<file path="config.mk">
export PLATFORM = sky130hd
export DESIGN_NAME = rrc_ram
export DESIGN_NICKNAME = d
export VERILOG_FILES = /design/src/rtl/rrc_pkg.sv /design/src/rtl/rrc_ram.sv
export SDC_FILE = /design/constraint.sdc
export NUM_CORES = 1
export LEC_CHECK = 0
export BUFFER_PORTS_ARGS = -buffer_cell sky130_fd_sc_hd__buf_2
export CORE_ASPECT_RATIO = 1.25
export CORE_MARGIN = 5
export CORE_UTILIZATION = 53
export DETAILED_ROUTE_END_ITERATION = 10
export GPL_ROUTABILITY_DRIVEN = 0
export HOLD_SLACK_MARGIN = 0.06
export PLACE_DENSITY = 0.72
export REMOVE_ABC_BUFFERS = 1
export SKIP_LAST_GASP = 1
export SLEW_MARGIN = 40
export SYNTH_ARGS = -nofsm -noshare
export SYNTH_HDL_FRONTEND = slang
export SYNTH_SLANG_ARGS = --single-unit
</file>
<file path="constraint.sdc">
create_clock -name clk -period 4.1 [get_ports clk]
set_clock_uncertainty 0.15 [all_clocks]
set_input_delay 0.41 -clock clk [delete_from_list [all_inputs] [get_ports clk]]
set_output_delay 0.41 -clock clk [all_outputs]
set_load 0.05 [all_outputs]
</file>
<file path="src/rtl/rrc_pkg.sv">
// rrc_pkg: shared types, codes and default sizes for the range rule classifier
// depends on nothing; imported by every module of the block
package rrc_pkg;

  // default sizes, handed to the top level parameters
  localparam int RRC_NUM_RULES   = 16;
  localparam int RRC_PARAM_COUNT = 18;
  localparam int RRC_VALUE_WIDTH = 16;

  // request function codes
  typedef enum logic [1:0] {
    FN_BOUND    = 2'd0,
    FN_HEADER   = 2'd1,
    FN_VALUE    = 2'd2,
    FN_CLASSIFY = 2'd3
  } func_t;

  // rule header word
  typedef struct packed {
    logic [3:0] method;
    logic [7:0] ovr_code;
    logic [4:0] misses;
  } hdr_t;

  // sequencer states
  typedef enum logic [1:0] {
    S_IDLE = 2'd0,
    S_SCAN = 2'd1,
    S_WAIT = 2'd2
  } state_t;

endpackage

</file>
<file path="src/rtl/rrc_ram.sv">
// rrc_ram: generic single write port, single read port ram with registered read
// depends on rrc_pkg only by house convention
module rrc_ram
  import rrc_pkg::*;
#(
  parameter int WIDTH = 32,
  parameter int DEPTH = 16,
  localparam int AW = (DEPTH > 1) ? $clog2(DEPTH) : 1
) (
  input  logic             clk,
  input  logic             we,
  input  logic [AW-1:0]    waddr,
  input  logic [WIDTH-1:0] wdata,
  input  logic [AW-1:0]    raddr,
  output logic [WIDTH-1:0] rdata
);

  logic [WIDTH-1:0] mem_r [0:DEPTH-1];
  logic [WIDTH-1:0] rdata_r;

  always_ff @(posedge clk) begin
    if (we) begin
      mem_r[waddr] <= wdata;
    end
    rdata_r <= mem_r[raddr];
  end

  assign rdata = rdata_r;

endmodule

</file>
==> metrics <==
Clock Latency Late Sink=between 0.5 and 0.6 ns; Leakage=7.413 nW; ratio of cells with drive above 1 in the final layout=33.10%; drt pass-1 iters=5; Net count, final=1,008; Switching Power=about 0.0024 W; H-tree depth=2; Crit-path slowest cell=nor2_4; CP Class=input port to flop; HPWL after detailed placement=23,060 um; Comb pwr share=6.0%; HP Class=input port to flop; status=finished clean; Max Freq=486.3 MHz; dpl ws=1.461 ns; Detail Route Antenna Nets=0; number of CTS-inserted buffers=49; Worst Path Arrival=between 2 and 2.5 ns; Synth cell types=18; Die ar.=41,460 um^2; Worst slew margin=44.43%; Setup crit start kind=input port; Final WS setup=approximately 2.0 ns; fin area=22,970 um^2; Initial Utilization=53.42%; initial antenna violation count=3; average size of a mapped cell=23.69 um^2; die height=226.4 um; root buf cell=clkbuf_16; CTS tree=done; postcts setup bufs=0; Worst Hold Path EP=mem_r[0][23]; period utilization=50.15%; Vias/cell=6.088; reg-to-reg startpoint=mem_r[2][12]; Seq pwr share=54.3%; fin crit period=between 2 and 2.5 ns; synthesis-stage register bit count=544; critical-path cell list=buf_2 -> nand2b_1 -> nor2_4 -> buf_4; largest net degree at the start of global routing=49; Area Growth Syn to Fin=15.69%; reg2reg end=rdata[12]; clock buffer depth=3; P per Cell Area=between 500 and 600 nW/um^2; CP peak stage delay=0.72 ns; Reg2Reg Depth=3; reg2reg setup slack=between 2 and 2.5 ns; count of warnings emitted by yosys=0; WL final=40,620 um; global router's overall resource usage=19.74%; first-pass GRT wire length=just over 60,000 um; Clock power frac=39.7%; Post-Syn Instances=838; maximum vdd drop=0.3878 mV; fin util=61.80%; Sw Ratio=20.82%; Pint=0.009117 W; setup TNS=0 ns; max_cap viols=0; element type at the critical path end=flop; worst hold path depth=1; std cell rows=79; Placed Area=21,240 um^2; grt total ovfl=0; count of input and output buffers=73; RSZ-0062 raised after global routing=false; IO Pins=74; max-slew violations=0; worst-path fanout max=16; DRC=0; netlist area before placement=19,850 um^2; Core Footprint=about 37,000 um^2; Die W=183.1 um; vias in the first global route=9,453; DRT iter0 DRCs=899; clk sinks=544; endpoints failing setup=0; Via Count=9,090; min-delay src=wdata[23]; post-synthesis sequential area ratio=80.67%; Worst-Margin Slew=0.8316 ns; Final Hold Viols=0; Critical Path RT=4.17 ns; drt wl/cell=27.21 um; Clock transition at path regs=0.06 ns
==> metal layers <==
layer,up-vias,part of all wire (%),GRT usage (%)
met1,4857,40,27.91
met3,64,6.7,3.402
met2,340,52,32.76
li1,3825,-,-
met5,-,0.069,0
met4,4,2.1,4.928
==> cell type report <==
cell class              instances  area (um^2)
clock buffers                  62         1358
multi-input cells             251         3757
clock inverters                29        274.0
flip-flops and latches        544        16020
repair buffers                120        954.7
fillers                      2514        14200
well taps                     486        608.1
diodes                          1        2.502
==> state kept, by name, indices dropped and copies added, names as in the netlist <==
signal	cells
mem_r	512
rdata	32
==> per-stage QoR <==
stage	cells	hold WS (ns)	total power (W)
floorplan	795	0.3589	0.006734
global placement	1381	0.4976	0.007024
detailed placement	1391	0.5074	0.007061
CTS	1492	0.06018	0.01159
global route	1493	0.07342	0.01185
finish	1493	0.08280	0.01151
==> worst max path at each step <==
stage,startpoint,end,slack [ns]
CTS,waddr[0],mem_r[14][25],2.05
global placement,waddr[2],mem_r[2][9],1.48
global route,raddr[0],rdata[16],1.96
floorplan,waddr[2],mem_r[0][0],0.36
finish,waddr[0],mem_r[14][25],2.04
detailed placement,waddr[0],mem_r[14][25],1.46
==> cell usage in the layout (no fill, tap or decap), drive strengths merged <==
master and instances:
inv 1, nand2 33, nand3 1, edfxtp 512
nor3 4, buf 109, dfxtp 32, or3b 1
diode 1, nand2b 2, clkinvlp 5, mux4 128
nor2 13, and2 1, nor2b 2, bufinv 5
clkinv 18, dlygate4sd3 10, clkbuf 63, nand3b 2
a22oi 64
==> cell usage after synthesis (all sizes together) <==
library cell  count  area share (%)
nor2b             2           0.063
buf              26            0.80
or3b              1           0.044
dfxtp            32             3.2
nand2b            2           0.063
clkbuf           17            0.32
nand2            33            0.62
mux4            128              15
nor3              4            0.10
a22oi            64             2.4
edfxtp          512              77
and2              1           0.032
nor2             13            0.25
nand3             1           0.025
nand3b            2           0.076
==> critical path, delay by kind of cell <==
family / cells / cell delay, ns
buffers and inverters: 2 / 0.62
and+or+nand+nor: 2 / 1.06
==> power by group through the flow <==
stage          combinational [W]  sequential [W]  clock [W]
4_1_cts                 0.000700         0.00625    0.00464
2_1_floorplan           0.000239         0.00649          0
3_3_place_gp            0.000659         0.00637          0
6_report                0.000690         0.00625    0.00457
5_1_grt                 0.000735         0.00626    0.00486
3_5_place_dp            0.000690         0.00637          0
==> logic make-up (layout without fill, tap and decap cells) <==
group | Yosys count | count (layout) | share of synthesized area [%]
AOI/OAI and AO/OA | 64 | 64 | 2.420
other | 0 | 1 | 0
DFF | 544 | 544 | 80.67
muxes | 128 | 128 | 14.52
and+or+nand+nor | 59 | 59 | 1.273
buffers and inverters | 43 | 211 | 1.122
==> repair_timing <==
| item | CTS | global route |
|---|---|---|
| gates resized for setup | 0 | 0 |
| hold endpoints to repair | 72 | 0 |
| hold buffers | 10 | 0 |
Note: power is estimated with default switching activity, not from simulation.
