## config.mk

```make
export PLATFORM = sky130hd
export DESIGN_NAME = rrc_cell
export DESIGN_NICKNAME = d
export VERILOG_FILES = /design/src/rtl/rrc_pkg.sv /design/src/rtl/rrc_ram.sv /design/src/rtl/rrc_cell.sv
export SDC_FILE = /design/constraint.sdc
export NUM_CORES = 1
export LEC_CHECK = 0
export ABC_CLOCK_PERIOD_IN_PS = 10500
export CAP_MARGIN = 20
export CORE_MARGIN = 4
export CORE_UTILIZATION = 55
export CTS_CLUSTER_DIAMETER = 100
export DETAILED_ROUTE_END_ITERATION = 12
export DONT_BUFFER_PORTS = 1
export PLACE_DENSITY = 0.74
export SLEW_MARGIN = 20
export SYNTH_ARGS = -nofsm -noshare
export SYNTH_HDL_FRONTEND = slang
export SYNTH_SLANG_ARGS = --single-unit
export TNS_END_PERCENT = 1
```

## constraint.sdc

```tcl
create_clock -name clk -period 10.5 [get_ports clk]
set_input_delay 0.525 -clock clk [delete_from_list [all_inputs] [get_ports clk]]
set_output_delay 0.525 -clock clk [all_outputs]
set_load 0.005 [all_outputs]
```

## src/rtl/rrc_pkg.sv

```systemverilog
// rrc_pkg: shared types, codes and default sizes for the range rule classifier
// depends on nothing; imported by every module of the block
package rrc_pkg;

  // default sizes, handed to the top level parameters
  localparam int RRC_NUM_RULES   = 16;
  localparam int RRC_PARAM_COUNT = 18;
  localparam int RRC_VALUE_WIDTH = 16;

  // request function codes
  typedef enum logic [1:0] {
    FN_BOUND    = 2'd0,
    FN_HEADER   = 2'd1,
    FN_VALUE    = 2'd2,
    FN_CLASSIFY = 2'd3
  } func_t;

  // rule header word
  typedef struct packed {
    logic [3:0] method;
    logic [7:0] ovr_code;
    logic [4:0] misses;
  } hdr_t;

  // sequencer states
  typedef enum logic [1:0] {
    S_IDLE = 2'd0,
    S_SCAN = 2'd1,
    S_WAIT = 2'd2
  } state_t;

endpackage

```

## src/rtl/rrc_ram.sv

```systemverilog
// rrc_ram: generic single write port, single read port ram with registered read
// depends on rrc_pkg only by house convention
module rrc_ram
  import rrc_pkg::*;
#(
  parameter int WIDTH = 32,
  parameter int DEPTH = 16,
  localparam int AW = (DEPTH > 1) ? $clog2(DEPTH) : 1
) (
  input  logic             clk,
  input  logic             we,
  input  logic [AW-1:0]    waddr,
  input  logic [WIDTH-1:0] wdata,
  input  logic [AW-1:0]    raddr,
  output logic [WIDTH-1:0] rdata
);

  logic [WIDTH-1:0] mem_r [0:DEPTH-1];
  logic [WIDTH-1:0] rdata_r;

  always_ff @(posedge clk) begin
    if (we) begin
      mem_r[waddr] <= wdata;
    end
    rdata_r <= mem_r[raddr];
  end

  assign rdata = rdata_r;

endmodule

```

## src/rtl/rrc_cell.sv

```systemverilog
// rrc_cell: one parameter slot of the chain; held value, bound ram and hit adder
// depends on rrc_pkg and rrc_ram
module rrc_cell
  import rrc_pkg::*;
#(
  parameter int NUM_RULES   = RRC_NUM_RULES,
  parameter int PARAM_COUNT = RRC_PARAM_COUNT,
  parameter int VALUE_WIDTH = RRC_VALUE_WIDTH,
  parameter int SLOT        = 0,
  localparam int IDX_W = (NUM_RULES > 1) ? $clog2(NUM_RULES) : 1,
  localparam int CNT_W = $clog2(PARAM_COUNT + 1)
) (
  input  logic                   clk,
  input  logic                   rst_n,
  input  logic                   wr_bound_i,
  input  logic                   wr_value_i,
  input  logic [4:0]             wr_slot_i,
  input  logic [IDX_W-1:0]       wr_rule_i,
  input  logic [VALUE_WIDTH-1:0] wr_low_i,
  input  logic [VALUE_WIDTH-1:0] wr_high_i,
  input  logic [VALUE_WIDTH-1:0] wr_value_i_data,
  input  logic                   tok_vld_i,
  input  logic [IDX_W-1:0]       tok_idx_i,
  input  logic [CNT_W-1:0]       tok_hits_i,
  input  logic [IDX_W-1:0]       ahead_idx_i,
  output logic                   tok_vld_o,
  output logic [IDX_W-1:0]       tok_idx_o,
  output logic [CNT_W-1:0]       tok_hits_o,
  output logic [IDX_W-1:0]       ahead_idx_o
);

  logic                          my_slot;
  logic signed [VALUE_WIDTH-1:0] param_r;
  logic [2*VALUE_WIDTH-1:0]      bnd_rdata;
  logic signed [VALUE_WIDTH-1:0] lo;
  logic signed [VALUE_WIDTH-1:0] hi;
  logic                          hit;
  logic                          vld_r;
  logic [IDX_W-1:0]              idx_r;
  logic [CNT_W-1:0]              hits_r;
  logic [CNT_W-1:0]              hits_nxt;

  assign my_slot = (wr_slot_i == 5'(SLOT));

  always_ff @(posedge clk) begin
    if (!rst_n) begin
      param_r <= '0;
    end else if (wr_value_i && my_slot) begin
      param_r <= wr_value_i_data;
    end
  end

  // bounds of every rule for this slot, read one token ahead
  rrc_ram #(
    .WIDTH (2 * VALUE_WIDTH),
    .DEPTH (NUM_RULES)
  ) u_bound_ram (
    .clk   (clk),
    .we    (wr_bound_i && my_slot),
    .waddr (wr_rule_i),
    .wdata ({wr_high_i, wr_low_i}),
    .raddr (ahead_idx_i),
    .rdata (bnd_rdata)
  );

  assign lo       = bnd_rdata[VALUE_WIDTH-1:0];
  assign hi       = bnd_rdata[2*VALUE_WIDTH-1:VALUE_WIDTH];
  assign hit      = (param_r >= lo) && (param_r <= hi);
  assign hits_nxt = tok_hits_i + CNT_W'(hit);

  always_ff @(posedge clk) begin
    if (!rst_n) begin
      vld_r <= 1'b0;
    end else begin
      vld_r <= tok_vld_i;
    end
  end

  always_ff @(posedge clk) begin
    idx_r  <= tok_idx_i;
    hits_r <= hits_nxt;
  end

  assign tok_vld_o   = vld_r;
  assign tok_idx_o   = idx_r;
  assign tok_hits_o  = hits_r;
  assign ahead_idx_o = tok_idx_i;

endmodule

```

==> results.yml <==
timing:
  setup-tns-final_ns: 0
  period_share_pct: 27.2
  setup_viol: 0
  finalMaxSlewViolations: 0
  hold_viol: 0
  max_slew_margin_pct: 52.6
  finalClockSkew_ns: 0.0164
  period_minus_slack_ns: 2.85
  tightest_slew_ns: 0.709
  fmax_mhz: 351
  grt_setup_unrepaired: "no"
layout:
  drive_above_1_share_pct: 25.7
  instances_no_fill: 1619
  fillCellCount: 2500
  area_growth_pct: 14.5
  finalInstanceArea_um2: 24800
  fin_nets: 1162
synth:
  synth-seq-cells: 570
  yosys.area.top_type: "edfxtp_1"
  synth_edf_count: 512
  syn_area_per_cell_um2: 22.2
  yosysUniqueCellTypes: 40
  synth_nets: 1083
  synthTopCellsByArea: "edfxtp_1 71%, mux4_2 17%, dfxtp_1 5.4%, ha_1 2.0%, a21boi_0 0.59%"
  synth_async_sr_flop_share_pct: 0
  ys_seq_area_share_pct: 76.3
  synth.top_cells.by_count: "512 x edfxtp_1, 160 x mux4_2, 58 x dfxtp_1, 34 x ha_1, 33 x inv_1"
  ys.flop_type: "edfxtp_1"
  synth_cells: 974
  yosys_warnings: 0
  netlist_area_um2: 21700
  synth_top_area_share_pct: 71.0
  synth.most_common_cell: "edfxtp_1"
clock_network:
  clk_path_buf_depth: 3
  numCtsBuffers: 55
  cts_tree: "done"
  clk_pin_slew_ns: 0.06
  root_buffer: "clkbuf_16"
  clk_latency_ns: 0.60
  cts_resized: 0
  postCtsSetupBuffers: 0
  cts_max_level: 2
  cts_sinks: 570
run:
  maxCapViolCount: 0
floorplan:
  start_util_pct: 55.8
  core_um2: 38800
  rows: 72
  die_w_um: 206
  die_area_um2: 42600
  io_pins: 89
  die_h_um: 206
global_route:
  antenna_found_initial: 7
  grtUsageMet2_pct: 34.3
  busiest_layer: "met2"
  grt_use_met3_pct: 5.34
  grt_pass1_vias: 10100
  met1_usage_pct: 32.1
  track_usage_pct: 22.1
  grt_overflow: 0
  grt_max_degree: 129
  grt_pass1_wl_um: 67700
critical_path:
  worstReg2RegEnd: "tok_hits_o[4]"
  cp-start-kind: "input pin"
  crit_fanout: 19
  worstPathRequired_ns: 10.76
  worstSetupPathType: "input pin to flop"
  arrival_ns: 3.11
  setup.reg_to_reg.worst_slack_ns: 7.82
  r2r-start: "u_bound_ram.rdata[9]"
  worstSetupEndpointType: "flop"
  worstRegToRegCells: 11
routing:
  drtPass1Iterations: 5
  wirelength_um: 45900
  viasPerCell: 6.19
  ant_nets: 0
  drt_iter0_drc: 1092
  post_drt_wl_per_cell_um: 28.3
  post-route-drc-count: 0
  num_vias: 10000
place:
  dp.cells: 1463
  place_area_um2: 22400
  port_buffers: 0
  hpwl_um: 26000
  gp_congestion: 0.766
outcome:
  run_status: "finished, final reports clean"
worst_hold_path:
  holdPathStages: 0
  hold_end: "u_bound_ram.mem_r[9][22]"
  hp-class: "input pin to flop"
  min_from: "wr_high_i[6]"
power_and_ir_drop:
  p_total_mw: 4.67
  vdd.ir_drop.worst_uv: 202
  power_density_nw_per_um2: 188
  p_leak_nw: 8.01
[cell families (layout without fill, tap and decap cells)]
logic type                 Yosys count  after routing  synth area share (%)
DFF                                570            570                  76.3
muxes                              160            160                  16.6
and+or+nand+nor                     88             88                  2.09
buffers and inverters               77            199                  1.51
AOI/OAI and AO/OA                   42             42                  1.33
adders and majority gates           34             34                  1.96
xor gates and xnor gates             3              3                 0.121
other                                0              5                     0
[layout by cell type, fill, tap and decap left out, types with 2 or more instances in the layout]
| cell | instances |
|---|---|
| nor2_4 | 13 |
| edfxtp_1 | 512 |
| buf_16 | 5 |
| clkinv_8 | 2 |
| mux4_2 | 160 |
| clkinvlp_4 | 2 |
| nor2_1 | 2 |
| nand4_1 | 8 |
| clkinv_1 | 9 |
| nor3_2 | 3 |
| xnor2_1 | 2 |
| bufinv_16 | 9 |
| buf_4 | 12 |
| clkinv_2 | 12 |
| clkinv_4 | 2 |
| dfxtp_1 | 58 |
| nor4_1 | 2 |
| inv_1 | 33 |
| clkbuf_16 | 55 |
| a21boi_0 | 17 |
| o21ai_0 | 4 |
| dlygate4sd3_1 | 49 |
| nand3b_1 | 2 |
| ha_1 | 34 |
| a21o_1 | 2 |
| nor2b_1 | 2 |
| nand2_1 | 25 |
| diode_2 | 5 |
| nand2b_1 | 3 |
| clkbuf_1 | 8 |
| a21oi_1 | 11 |
| nand3_1 | 20 |
[power breakdown]
| group | internal (mW) | switching [mW] |
|---|---|---|
| clock network | 1.18 | 0.832 |
| registers | 2.49 | 0.00723 |
| logic | 0.0870 | 0.0705 |
[area by class of cell]
type | instances | area, µm² | area share (%)
Timing Repair Buffer | 66 | 718 | 2.90
Sequential cell | 570 | 16500 | 66.7
Clock inverter | 37 | 438 | 1.77
Antenna cell | 5 | 12.5 | 0.0505
Inverter | 33 | 124 | 0.500
Clock buffer | 63 | 1410 | 5.67
Multi-Input combinational cell | 327 | 4910 | 19.8
Tap cell | 518 | 648 | 2.61
[sequential cells by signal, indices dropped and copies added, names as in the netlist]
signal / count
u_bound_ram.mem_r: 512
tok_vld_o: 1
param_r: 16
u_bound_ram.rdata: 32
tok_hits_o: 5
tok_idx_o: 4
[worst max-delay path by stage]
stage	depth (start not counted)	slack, ns	end	startpoint
after global routing	6	7.56	u_bound_ram.mem_r[6][21]	wr_slot_i[0]
after CTS	5	7.57	u_bound_ram.mem_r[12][26]	wr_slot_i[0]
after detailed placement	5	6.94	u_bound_ram.mem_r[12][11]	wr_slot_i[0]
after floorplan	5	6.30	u_bound_ram.mem_r[1][0]	wr_slot_i[0]
final	6	7.65	u_bound_ram.mem_r[8][0]	wr_slot_i[0]
after global placement	5	6.97	u_bound_ram.mem_r[12][11]	wr_slot_i[0]
[repair_timing]
| action | 4_1_cts | 5_1_grt |
|---|---|---|
| hold buffers | 49 | 0 |
| hold endpoints to repair | 399 | 0 |
| setup endpoints to repair | 0 | 0 |
[metrics by stage]
step / hold slack, ns / setup WS (ns) / util [%]
3_3_place_gp: 0.455 / 6.97 / 57.5
4_1_cts: 0.00000122 / 7.57 / 63.7
3_5_place_dp: 0.488 / 6.94 / 57.7
5_1_grt: 0.00695 / 7.56 / 63.8
6_report: 0.0247 / 7.65 / 63.9
2_1_floorplan: 0.443 / 6.30 / -
[critical path: stages]
cell and delay [ns]:
or4_4 0.53, nor2_4 0.45, and2_4 0.27, or3b_4 0.45, nor2_4 0.43, buf_4 0.42
[layer usage]
metal | up-vias | wire (µm)
met5 | - | 36
li1 | 4229 | -
met4 | 6 | 1060
met2 | 446 | 22300
met1 | 5260 | 18700
met3 | 74 | 3750
No activity file was read; power rests on OpenSTA's default activity.
